<file path="src/rtl/lfu_pkg.sv">
// Package: shared types and codes for the LFU cache table.
package lfu_pkg;

   localparam logic OP_GET = 1'b0;
   localparam logic OP_PUT = 1'b1;

   typedef struct packed {
      logic               opcode;
      logic signed [31:0] lookup_key;
      logic signed [31:0] write_value;
   } req_type;

   typedef struct packed {
      logic               found;
      logic signed [31:0] read_value;
   } rsp_type;

   // Command broadcast from the controller to every cell.
   typedef struct packed {
      logic        clear;   // clear of all valid bits (the controller never issues it)
      logic        touch;   // promote the hit entry, age the more recent ones
      logic        evict;   // invalidate the victim, close the rank gap
      logic        insert;  // age all valid entries, fill the free slot
      logic        wr_val;  // overwrite value of the hit entry
   } cell_cmd_type;

endpackage

</file>
<file path="src/rtl/lfu_cell.sv">
// One storage cell: key, value, use count and recency rank of one slot.
module lfu_cell #(
   parameter int COUNT_BITS = 16,
   parameter int RANK_BITS  = 4
) (
   input  logic                      clock,
   input  logic                      reset,
   input  lfu_pkg::cell_cmd_type     cmd,
   input  logic                      sel,        // this cell is the target slot
   input  logic [31:0]               cmd_key,
   input  logic [31:0]               cmd_value,
   input  logic [RANK_BITS-1:0]      cmd_rank,   // rank of the target before the op
   output logic                      valid,
   output logic [31:0]               key,
   output logic [31:0]               value,
   output logic [COUNT_BITS-1:0]     count,
   output logic [RANK_BITS-1:0]      rank
);

   logic                  valid_ff, valid_in;
   logic [31:0]           key_ff, key_in;
   logic [31:0]           value_ff, value_in;
   logic [COUNT_BITS-1:0] count_ff, count_in;
   logic [RANK_BITS-1:0]  rank_ff, rank_in;

   // Apply the broadcast command to this slot
   always_comb begin
      valid_in = valid_ff;
      key_in   = key_ff;
      value_in = value_ff;
      count_in = count_ff;
      rank_in  = rank_ff;
      if (cmd.clear) begin
         valid_in = 1'b0;
      end else if (cmd.touch) begin
         if (sel) begin
            rank_in = '0;
            if (count_ff != {COUNT_BITS{1'b1}}) begin
               count_in = count_ff + 1'b1;
            end
            if (cmd.wr_val) begin
               value_in = cmd_value;
            end
         end else if (valid_ff && rank_ff < cmd_rank) begin
            rank_in = rank_ff + 1'b1;
         end
      end else if (cmd.evict) begin
         if (sel) begin
            valid_in = 1'b0;
         end else if (valid_ff && rank_ff > cmd_rank) begin
            rank_in = rank_ff - 1'b1;
         end
      end else if (cmd.insert) begin
         if (sel) begin
            valid_in = 1'b1;
            key_in   = cmd_key;
            value_in = cmd_value;
            count_in = {{(COUNT_BITS-1){1'b0}}, 1'b1};
            rank_in  = '0;
         end else if (valid_ff) begin
            rank_in = rank_ff + 1'b1;
         end
      end
   end

   always_ff @(posedge clock) begin
      if (reset) begin
         valid_ff <= 1'b0;
      end else begin
         valid_ff <= valid_in;
      end
      key_ff   <= key_in;
      value_ff <= value_in;
      count_ff <= count_in;
      rank_ff  <= rank_in;
   end

   assign valid = valid_ff;
   assign key   = key_ff;
   assign value = value_ff;
   assign count = count_ff;
   assign rank  = rank_ff;

endmodule

</file>
<file path="src/rtl/lfu_cache_table_top.sv">
// Top level: controller that scans a row of LFU cells one slot per cycle.
//
//   channel | direction | handshake          | payload
//   req     | in        | start / busy       | req_data  (lfu_pkg::req_type)
//   rsp     | out       | rsp_valid strobe   | rsp_data  (lfu_pkg::rsp_type)
//   csr     | in        | csr_valid/csr_ready| csr_data  (capacity_in_use, 5 bits)
//
// Each request scans all CAPACITY slots, one per cycle, for the key, the victim
// and the first free slot; then an evict and an insert state, an insert state
// or a touch state as needed, and a response state.
// Synchronous reset clears valid bits, occupancy and the controller.
// The response strobe lasts one cycle; the receiver cannot stall it.
module lfu_cache_table_top #(
   parameter int CAPACITY   = 16,
   parameter int COUNT_BITS = 16
) (
   input  logic             clock,
   input  logic             reset,
   input  logic             start,
   output logic             busy,
   input  lfu_pkg::req_type req_data,
   output logic             rsp_valid,
   output lfu_pkg::rsp_type rsp_data,
   input  logic             csr_valid,
   output logic             csr_ready,
   input  logic [4:0]       csr_data
);

   localparam int IDX_BITS  = (CAPACITY > 1) ? $clog2(CAPACITY) : 1;
   localparam int RANK_BITS = IDX_BITS;
   localparam int OCC_BITS  = $clog2(CAPACITY + 1);
   localparam int LIM_BITS  = (OCC_BITS > 5) ? OCC_BITS : 5;

   localparam logic [2:0] ST_IDLE   = 3'd0;
   localparam logic [2:0] ST_SCAN   = 3'd1;
   localparam logic [2:0] ST_EVICT  = 3'd2;
   localparam logic [2:0] ST_INSERT = 3'd3;
   localparam logic [2:0] ST_TOUCH  = 3'd4;
   localparam logic [2:0] ST_RESP   = 3'd5;

   logic [2:0]            state_ff, state_in;
   logic [IDX_BITS-1:0]   idx_ff, idx_in;
   lfu_pkg::req_type      req_ff, req_in;
   logic [4:0]            cap_ff, cap_in;
   logic [OCC_BITS-1:0]   occ_ff, occ_in;
   logic                  hit_ff, hit_in;
   logic [IDX_BITS-1:0]   hit_idx_ff, hit_idx_in;
   logic [31:0]           hit_val_ff, hit_val_in;
   logic [RANK_BITS-1:0]  hit_rank_ff, hit_rank_in;
   logic                  vic_ok_ff, vic_ok_in;
   logic [IDX_BITS-1:0]   vic_idx_ff, vic_idx_in;
   logic [COUNT_BITS-1:0] vic_cnt_ff, vic_cnt_in;
   logic [RANK_BITS-1:0]  vic_rank_ff, vic_rank_in;
   logic                  free_ok_ff, free_ok_in;
   logic [IDX_BITS-1:0]   free_idx_ff, free_idx_in;
   logic                  rsp_valid_ff, rsp_valid_in;
   lfu_pkg::rsp_type      rsp_ff, rsp_in;

   lfu_pkg::cell_cmd_type cmd;
   logic [IDX_BITS-1:0]   tgt_idx;
   logic [RANK_BITS-1:0]  tgt_rank;

   logic                  c_valid [CAPACITY];
   logic [31:0]           c_key   [CAPACITY];
   logic [31:0]           c_value [CAPACITY];
   logic [COUNT_BITS-1:0] c_count [CAPACITY];
   logic [RANK_BITS-1:0]  c_rank  [CAPACITY];

   // Cell row
   for (genvar g = 0; g < CAPACITY; g++) begin : g_cell
      lfu_cell #(.COUNT_BITS(COUNT_BITS), .RANK_BITS(RANK_BITS)) u_cell (
         .clock    (clock),
         .reset    (reset),
         .cmd      (cmd),
         .sel      (tgt_idx == IDX_BITS'(g)),
         .cmd_key  (req_ff.lookup_key),
         .cmd_value(req_ff.write_value),
         .cmd_rank (tgt_rank),
         .valid    (c_valid[g]),
         .key      (c_key[g]),
         .value    (c_value[g]),
         .count    (c_count[g]),
         .rank     (c_rank[g])
      );
   end

   // Slot under scan
   logic                  s_valid;
   logic [31:0]           s_key, s_value;
   logic [COUNT_BITS-1:0] s_count;
   logic [RANK_BITS-1:0]  s_rank;
   logic [LIM_BITS-1:0]   limit;
   logic                  last;

   always_comb begin
      s_valid = c_valid[idx_ff];
      s_key   = c_key[idx_ff];
      s_value = c_value[idx_ff];
      s_count = c_count[idx_ff];
      s_rank  = c_rank[idx_ff];
      limit   = (LIM_BITS'(cap_ff) < LIM_BITS'(CAPACITY)) ? LIM_BITS'(cap_ff)
                                                          : LIM_BITS'(CAPACITY);
      last    = (idx_ff == IDX_BITS'(CAPACITY - 1));
   end

   // Sequencer
   always_comb begin
      state_in     = state_ff;
      idx_in       = idx_ff;
      req_in       = req_ff;
      cap_in       = cap_ff;
      occ_in       = occ_ff;
      hit_in       = hit_ff;
      hit_idx_in   = hit_idx_ff;
      hit_val_in   = hit_val_ff;
      hit_rank_in  = hit_rank_ff;
      vic_ok_in    = vic_ok_ff;
      vic_idx_in   = vic_idx_ff;
      vic_cnt_in   = vic_cnt_ff;
      vic_rank_in  = vic_rank_ff;
      free_ok_in   = free_ok_ff;
      free_idx_in  = free_idx_ff;
      rsp_valid_in = 1'b0;
      rsp_in       = rsp_ff;
      cmd          = '0;
      tgt_idx      = hit_idx_ff;
      tgt_rank     = hit_rank_ff;

      if (csr_valid && state_ff == ST_IDLE) begin
         cap_in = csr_data;
      end

      case (state_ff)
         ST_IDLE: begin
            if (start) begin
               req_in     = req_data;
               idx_in     = '0;
               hit_in     = 1'b0;
               vic_ok_in  = 1'b0;
               free_ok_in = 1'b0;
               state_in   = ST_SCAN;
            end
         end
         ST_SCAN: begin
            // track hit, victim, first free slot
            if (s_valid && s_key == req_ff.lookup_key && !hit_ff) begin
               hit_in      = 1'b1;
               hit_idx_in  = idx_ff;
               hit_val_in  = s_value;
               hit_rank_in = s_rank;
            end
            if (s_valid && (!vic_ok_ff || s_count < vic_cnt_ff ||
                (s_count == vic_cnt_ff && s_rank > vic_rank_ff))) begin
               vic_ok_in   = 1'b1;
               vic_idx_in  = idx_ff;
               vic_cnt_in  = s_count;
               vic_rank_in = s_rank;
            end
            if (!s_valid && !free_ok_ff) begin
               free_ok_in  = 1'b1;
               free_idx_in = idx_ff;
            end
            idx_in = idx_ff + 1'b1;
            if (last) begin
               if (hit_in && (req_ff.opcode == lfu_pkg::OP_GET || limit != '0)) begin
                  state_in = ST_TOUCH;
               end else if (req_ff.opcode == lfu_pkg::OP_PUT && !hit_in &&
                            limit != '0) begin
                  if (LIM_BITS'(occ_ff) >= limit && vic_ok_in) begin
                     state_in = ST_EVICT;
                  end else begin
                     state_in = ST_INSERT;
                  end
               end else begin
                  state_in = ST_RESP;
               end
            end
         end
         ST_EVICT: begin
            cmd.evict   = 1'b1;
            tgt_idx     = vic_idx_ff;
            tgt_rank    = vic_rank_ff;
            occ_in      = occ_ff - 1'b1;
            // the evicted slot is now free; keep the lowest free index
            if (!free_ok_ff || vic_idx_ff < free_idx_ff) begin
               free_idx_in = vic_idx_ff;
            end
            free_ok_in  = 1'b1;
            state_in    = ST_INSERT;
         end
         ST_INSERT: begin
            if (free_ok_ff) begin
               cmd.insert = 1'b1;
               tgt_idx    = free_idx_ff;
               occ_in     = occ_ff + 1'b1;
            end
            state_in = ST_RESP;
         end
         ST_TOUCH: begin
            cmd.touch  = 1'b1;
            cmd.wr_val = (req_ff.opcode == lfu_pkg::OP_PUT);
            state_in   = ST_RESP;
         end
         ST_RESP: begin
            rsp_valid_in      = 1'b1;
            rsp_in.found      = hit_ff;
            rsp_in.read_value = (hit_ff && req_ff.opcode == lfu_pkg::OP_GET)
                                ? hit_val_ff : 32'sd0;
            state_in          = ST_IDLE;
         end
         default: begin
            state_in = ST_IDLE;
         end
      endcase
   end

   always_ff @(posedge clock) begin
      if (reset) begin
         state_ff     <= ST_IDLE;
         cap_ff       <= 5'd16;
         occ_ff       <= '0;
         rsp_valid_ff <= 1'b0;
      end else begin
         state_ff     <= state_in;
         cap_ff       <= cap_in;
         occ_ff       <= occ_in;
         rsp_valid_ff <= rsp_valid_in;
      end
      idx_ff      <= idx_in;
      req_ff      <= req_in;
      hit_ff      <= hit_in;
      hit_idx_ff  <= hit_idx_in;
      hit_val_ff  <= hit_val_in;
      hit_rank_ff <= hit_rank_in;
      vic_ok_ff   <= vic_ok_in;
      vic_idx_ff  <= vic_idx_in;
      vic_cnt_ff  <= vic_cnt_in;
      vic_rank_ff <= vic_rank_in;
      free_ok_ff  <= free_ok_in;
      free_idx_ff <= free_idx_in;
      rsp_ff      <= rsp_in;
   end

   assign busy      = (state_ff != ST_IDLE);
   assign csr_ready = (state_ff == ST_IDLE);
   assign rsp_valid = rsp_valid_ff;
   assign rsp_data  = rsp_ff;

endmodule

</file>
<file path="config.mk">
export PLATFORM = sky130hd
export DESIGN_NAME = lfu_cache_table_top
export DESIGN_NICKNAME = d
export VERILOG_FILES = /design/src/rtl/lfu_pkg.sv /design/src/rtl/lfu_cell.sv /design/src/rtl/lfu_cache_table_top.sv
export SDC_FILE = /design/constraint.sdc
export NUM_CORES = 2
export LEC_CHECK = 0
export ABC_CLOCK_PERIOD_IN_PS = 11400
export BUFFER_PORTS_ARGS = -buffer_cell sky130_fd_sc_hd__buf_4
export CAP_MARGIN = 0
export CORE_UTILIZATION = 54
export DETAILED_ROUTE_END_ITERATION = 7
export PLACE_DENSITY_LB_ADDON = 0.1
export SLEW_MARGIN = 20
export SYNTH_ARGS = -nofsm -noshare
export SYNTH_HDL_FRONTEND = slang
export SYNTH_SLANG_ARGS = --single-unit
export TNS_END_PERCENT = 1
</file>
<file path="constraint.sdc">
create_clock -name clock -period 11.4 [get_ports clock]
set_clock_uncertainty 0.2 [all_clocks]
set_input_delay 0.57 -clock clock [delete_from_list [all_inputs] [get_ports clock]]
set_output_delay 0.57 -clock clock [all_outputs]
set_load 0.03 [all_outputs]
</file>
Yosys cells after proc, flatten, opt, wreduce, memory -nomap -nowiden. Cells that the tools add are included. W data, S select, Z words.

Input bits: 74. RAM bits: 0. Register bits: 1547. Word-level logic and storage cells: 903. Memories: 0. Bits in latches: 0. Memory bits (read-only): 0.

Shifts and indexed selects: 0. Multiplexer cells: 432. Equal/unequal tests: 110. Reduce and logical (&&, ||, !) cells: 168. $add $sub $neg: 51. $mul: 0. Div/mod/pow operators: 0. Order comparisons: 38. Bitwise logic cells: 4.

Operators by type and width (count): $mux W32 (85); $mux W16 (98); $mux W4 (151); $add A16 B1 Y16 const B (16); $bmux W32 S4 (2); $ne A16 B16 Y1 const B (16); $reduce_and A4 Y1 (48); $ne A3 B1 Y1 const B (32); $reduce_and A5 Y1 (16); $mux W1 (79); $add A4 B1 Y4 const B (17); $gt A4 B4 Y1 (17); $lt A4 B4 Y1 (17); $bmux W16 S4 (1); $reduce_bool A4 Y1 (16); $sub A4 B1 Y4 const B (16); $reduce_and A3 Y1 (18); $ne A3 B3 Y1 const B (16); $logic_and A1 B1 Y1 (43); $eq A4 B4 Y1 const B (9); $ne A2 B1 Y1 const B (17); $eq A32 B32 Y1 (1); $pmux W4 S2 (3); $bmux W4 S4 (1); other kinds (32) (68).

Longest topological paths before layout.
Depth in word-level cells: 16. Mapped depth: 21. Mapped depth without buffers: 13.

By module. A second synthesis with hierarchy kept.

Cells, all modules: 4584. Area total of the unflattened synthesis: 71482.3 sq um.

Modules (own cells, without submodules): lfu_cell (g_cell[0].u_cell ...) (area an instance 3315.7 sq um, cells each 206, instances 10); lfu_cache_table_top (area an instance 18581.6 sq um, cells each 1290, instances 1); lfu_cell (g_cell[5].u_cell ...) (area an instance 3285.7 sq um, cells each 206, instances 4); lfu_cell (g_cell[9].u_cell) (area an instance 3323.2 sq um, cells each 204, instances 1); lfu_cell (g_cell[4].u_cell) (area an instance 3278.1 sq um, cells each 206, instances 1).

Worst setup path before layout. Ideal clock, no wire load.

Path type: register -> register. From: reg idx_ff[1]. To: reg vic_cnt_ff[0] (enable). Path buffers: 8. Data arrival time: 5.677 ns. Period minus slack after synthesis: 6.297 ns. Stages on the path, launching flop included: 21. Path slack: 5.103 ns. Cell sequence: edfxtp_1 > buf_2 > buf_6 > buf_4 > buf_4 > buf_2 > buf_2 > clkbuf_1 > buf_2 > mux4_2 > mux4_2 > ha_1 > nor2b_1 > o21a_1 > o21a_1 > o21a_1 > o2111ai_1 > a21oi_1 > a211o_1 > a21o_1 > a31oi_1.

Cells in the longest elaborated chain, start to end: 9.

RTL lines: start, declared (RTL line lfu_cache_table_top.sv:42) `logic [IDX_BITS-1:0] idx_ff, idx_in;`; start signal, assigned (RTL line lfu_cache_table_top.sv:229) `idx_ff <= idx_in;`; $not A4 Y5 (not written as such) * (RTL line lfu_cache_table_top.sv:99) `s_count = c_count[idx_ff];`; $bmux W16 S4 * (RTL line lfu_cache_table_top.sv:99); $mux W16 (not written as such) * (2 in series) (RTL line lfu_cache_table_top.sv:99); named net s_count[1] (RTL line lfu_cache_table_top.sv:90) `logic [COUNT_BITS-1:0] s_count;`; $lt A16 B16 Y1 or $eq A16 B16 Y1 (tied branches) (RTL line lfu_cache_table_top.sv:152, lfu_cache_table_top.sv:153); $logic_or A1 B1 Y1 or $logic_and A1 B1 Y1 (tied branches) (RTL line lfu_cache_table_top.sv:152, lfu_cache_table_top.sv:153); $logic_or A1 B1 Y1 * (RTL line lfu_cache_table_top.sv:152) `if (s_valid && (!vic_ok_ff || s_count < vic_cnt_ff ||`; $logic_and A1 B1 Y1 * (RTL line lfu_cache_table_top.sv:152); $reduce_and A2 Y1 (no line) *; end signal, assigned (RTL line lfu_cache_table_top.sv:237) `vic_cnt_ff <= vic_cnt_in;`; end, declared (RTL line lfu_cache_table_top.sv:52) `logic [COUNT_BITS-1:0] vic_cnt_ff, vic_cnt_in;`.

The timed path passes the listed nets; every way through them passes the cells marked *. The select of a mux whose other input is x is not followed. A chain may end at the register's enable or synchronous reset.

Worst setup path in the final report.
From: reg idx_ff[0]. To: reg vic_cnt_ff[2] (enable).

Same word-level chain as after synthesis.

==> summary.txt <==
Placement
  • Pre-CTS WS: 5.00 ns
  • Placed cell area: 71800 sq um
  • Dpl cells: between 5k and 6k
  • Hpwl dp: about 97000 um
  • GP Congestion: 0.863
  • PortBufs: roughly 110

Routing
  • Via count: a little under 40k
  • DRT Wirelength: around 170000 um
  • Met3 wire length: between 10000 and 15000 um
  • Initial DRC count: 4146
  • Post-DRT Antenna Nets: 0
  • Max Used Layer: met4
  • Wl on met1: 72700 um
  • DR vias/cell: between 6 and 7
  • Drt first pass iters: 6
  • Remaining DRCs: 0
  • Wire length on met2: 79000 um
  • Drt wl/cell: 26.5 um

Floorplan
  • Die ar.: 129000 sq um
  • Std-Cell Rows: 130
  • Die span in y: 360 um
  • Io pins: 110
  • Starting Density: 0.547
  • Die width: about 360 um
  • Placeable Area: 126000 sq um

Critical path
  • Slowest stage delay, CP: 0.77 ns
  • Worst Path Buf+Inv: 3
  • CP endpoint kind: flip-flop
  • Setup crit start kind: flip-flop
  • CP max stage cell: edfxtp_1
  • CP Max Fanout: 35
  • CP delay by family, top: compound AO/OA/AOI/OAI gates
  • R2r setup slk: roughly 5.0 ns
  • Crit-path cells: buf_4 -> buf_4 -> mux4_2 -> mux4_2 -> ha_1 -> nor2b_1 -> o21a_1 -> o21a_1 -> o21a_1 -> o2111ai_1 -> a21oi_1 -> a211o_1 -> a21o_1 -> a31oi_2 -> buf_4
  • Setup CP Type: reg2reg
  • Data required, critical path: approximately 12 ns
  • CP arrival: 6.66 ns

Yosys
  • Register area share after synthesis: 0.669
  • Post-Syn Nets: 4534
  • Top-area cell type share of the netlist area: 0.660
  • Post-synth ARST share: 0
  • Top cells by area, synth: edfxtp_1 66%, mux4_2 12%, ha_1 2.6%
  • Mapped Cells: around 4.3k
  • Synth Register Bits: 1547
  • Synth warn: 0
  • Count leader, synth: edfxtp_1
  • Synth cell types: 77
  • Syn Std Cell Area: ~70000 sq um
  • Top post-synthesis cells by count: 1517 x edfxtp_1, 369 x nor2_1, 355 x mux4_2, 273 x nand2_1, 165 x xor2_1
  • Yosys top cell by area: edfxtp_1
  • Number of flops mapped to enable cells by yosys: 1517
  • Mapped Avg Cell Area: 16.0 sq um
  • Top_reg_cell synth: edfxtp_1

Cells and area
  • NumNets Final: 4765
  • Final cell count without fillers: between 6k and 7k
  • Antenna cells: 0
  • Layout Utilization: 0.616
  • Fillers: about 9.3k
  • Cell area after layout: 77800 sq um
  • Area Growth Syn to Fin: 12.7%
  • Layout cells sized above 1: 0.180

Clock tree
  • CTS Root Cell: clkbuf_16
  • CTS HTree Levels: 4
  • Clock Tree Buf Depth: 3
  • CTS Buf Count: 160
  • Clk_lat worst skew: 0.79 ns
  • Reg clk slew, reported paths: roughly 0.060 ns
  • Hold Buf Count CTS: 75
  • Post-CTS sizing: 0
  • CTS Sinks: ~1.5k
  • Post-CTS Setup Bufs: 0
  • CTS tree: yes

Global route
  • Global-route wire length before repair: about 250000 um
  • Vias in the first global route: between 30k and 40k
  • Grt ovf: 0
  • Antenna violations before repair: 3
  • Largest net degree at the start of global routing: 116
  • Total track usage: 0.261

STA
  • Final WS setup: 4.99 ns
  • Final Hold Slack: 0.0949 ns
  • Slew margin rel.: 0.252
  • Hold Fails Final Rpt: 0
  • Final setup fails: 0
  • Fin. max-slew vios: 0
  • Crit share post-route: 0.562
  • TNS Setup: 0 ns
  • Actual slew at the worst max-slew pin: about 1.1 ns
  • Final min period: 6.41 ns
  • Max Clk Rate: 156 MHz
  • RSZ-0062 raised after global routing: no

Outcome
  • Result of the run: finished clean

Power and ir drop
  • Power per cell area: a little under 200 nW/um^2
  • P_leak: 25.6 nW
  • Post-layout total power: 15.3 mW
  • VDD IR max: 0.000182 V

Hold path
  • Hold Crit Class: in2reg

Flow run
  • Number of max-cap violations: 0
-- cells in the final DEF, fill, tap and decap left out, drive strengths merged, types with 20 or more instances in the layout --
cell type    instances
o21ai              130
ha                 144
a221oi              23
edfxtp            1517
nor2               369
nand2              273
clkbuf             199
and2                48
dlygate4sd3         75
and3                77
nor3                22
dfxtp               30
mux4               355
a21o                22
inv                124
nand3              141
xnor2               86
buf                183
a22oi               29
a21oi              153
mux2i              101
clkinv              83
o22a                22
xor2               165
nor2b               20
nand4               50
-- power breakdown --
part	internal, mW	total, mW	switching [mW]	leakage [nW]
combinational	1.60	3.37	1.77	9.33
sequential	6.52	6.74	0.216	13.7
clock	2.94	5.17	2.23	2.53
-- layer usage --
metal,vias up,track usage
met5,-,0
met4,0,0.0650
met3,222,0.0454
met2,1529,0.405
met1,20300,0.387
li1,17400,-
-- flip-flops by register name (all words and copies together), names as in the netlist --
name	cells
free_ok_ff	1
rsp_valid	1
g_cell.u_cell.valid	16
vic_idx_ff	4
rsp_data	33
req_ff	65
vic_cnt_ff	16
g_cell.u_cell.value	512
state_ff	3
free_idx_ff	4
occ_ff	5
g_cell.u_cell.rank	64
hit_rank_ff	4
hit_val_ff	32
cap_ff	5
g_cell.u_cell.count	256
vic_rank_ff	4
hit_idx_ff	4
vic_ok_ff	1
idx_ff	4
g_cell.u_cell.key	512
hit_ff	1
-- final cells by class --
cell class	count	area (sq um)	share of cell area
flip-flops and latches	1547	46200	0.593
clock buffers	199	4300	0.0552
multi-input cells	2458	21700	0.279
clock inverters	98	883	0.0114
well taps	1650	2060	0.0265
repair buffers	258	2190	0.0281
inverters	121	460	0.00592
-- kinds of logic (layout without fill, tap and decap cells) --
| logic type | Yosys count | in the layout | synth area share |
|---|---|---|---|
| flops | 1547 | 1547 | 0.669 |
| simple gates | 1090 | 1090 | 0.0738 |
| compound gates | 499 | 499 | 0.0462 |
| mux | 473 | 473 | 0.133 |
| buf+inv | 310 | 676 | 0.0198 |
| xor+xnor | 251 | 251 | 0.0319 |
| fa+ha+maj | 145 | 145 | 0.0264 |
-- worst reg2reg max path: cells and delay by family (launching register included) --
kind                     cells  cell delay (ns)
adder cells (fa/ha/maj)      1             0.30
multiplexers                 2             1.10
AND/OR/NAND/NOR              1             0.14
buffers and inverters        3             1.61
AO/OA/AOI/OAI                8             1.96
flip-flops                   1             0.77
-- final timing paths --
check | from | end | depth (start not counted)
worst max-delay path | idx_ff[0]$_SDFFCE_PN0P_ | vic_cnt_ff[2]$_DFFE_PP_ | 15
worst min-delay path | start | free_ok_ff$_DFFE_PP_ | 3
worst max register to register | idx_ff[0]$_SDFFCE_PN0P_ | vic_cnt_ff[2]$_DFFE_PP_ | 15
worst min register to register | occ_ff[4]$_SDFFE_PP0P_ | occ_ff[4]$_SDFFE_PP0P_ | 2
No activity file was read; power rests on OpenSTA's default activity.
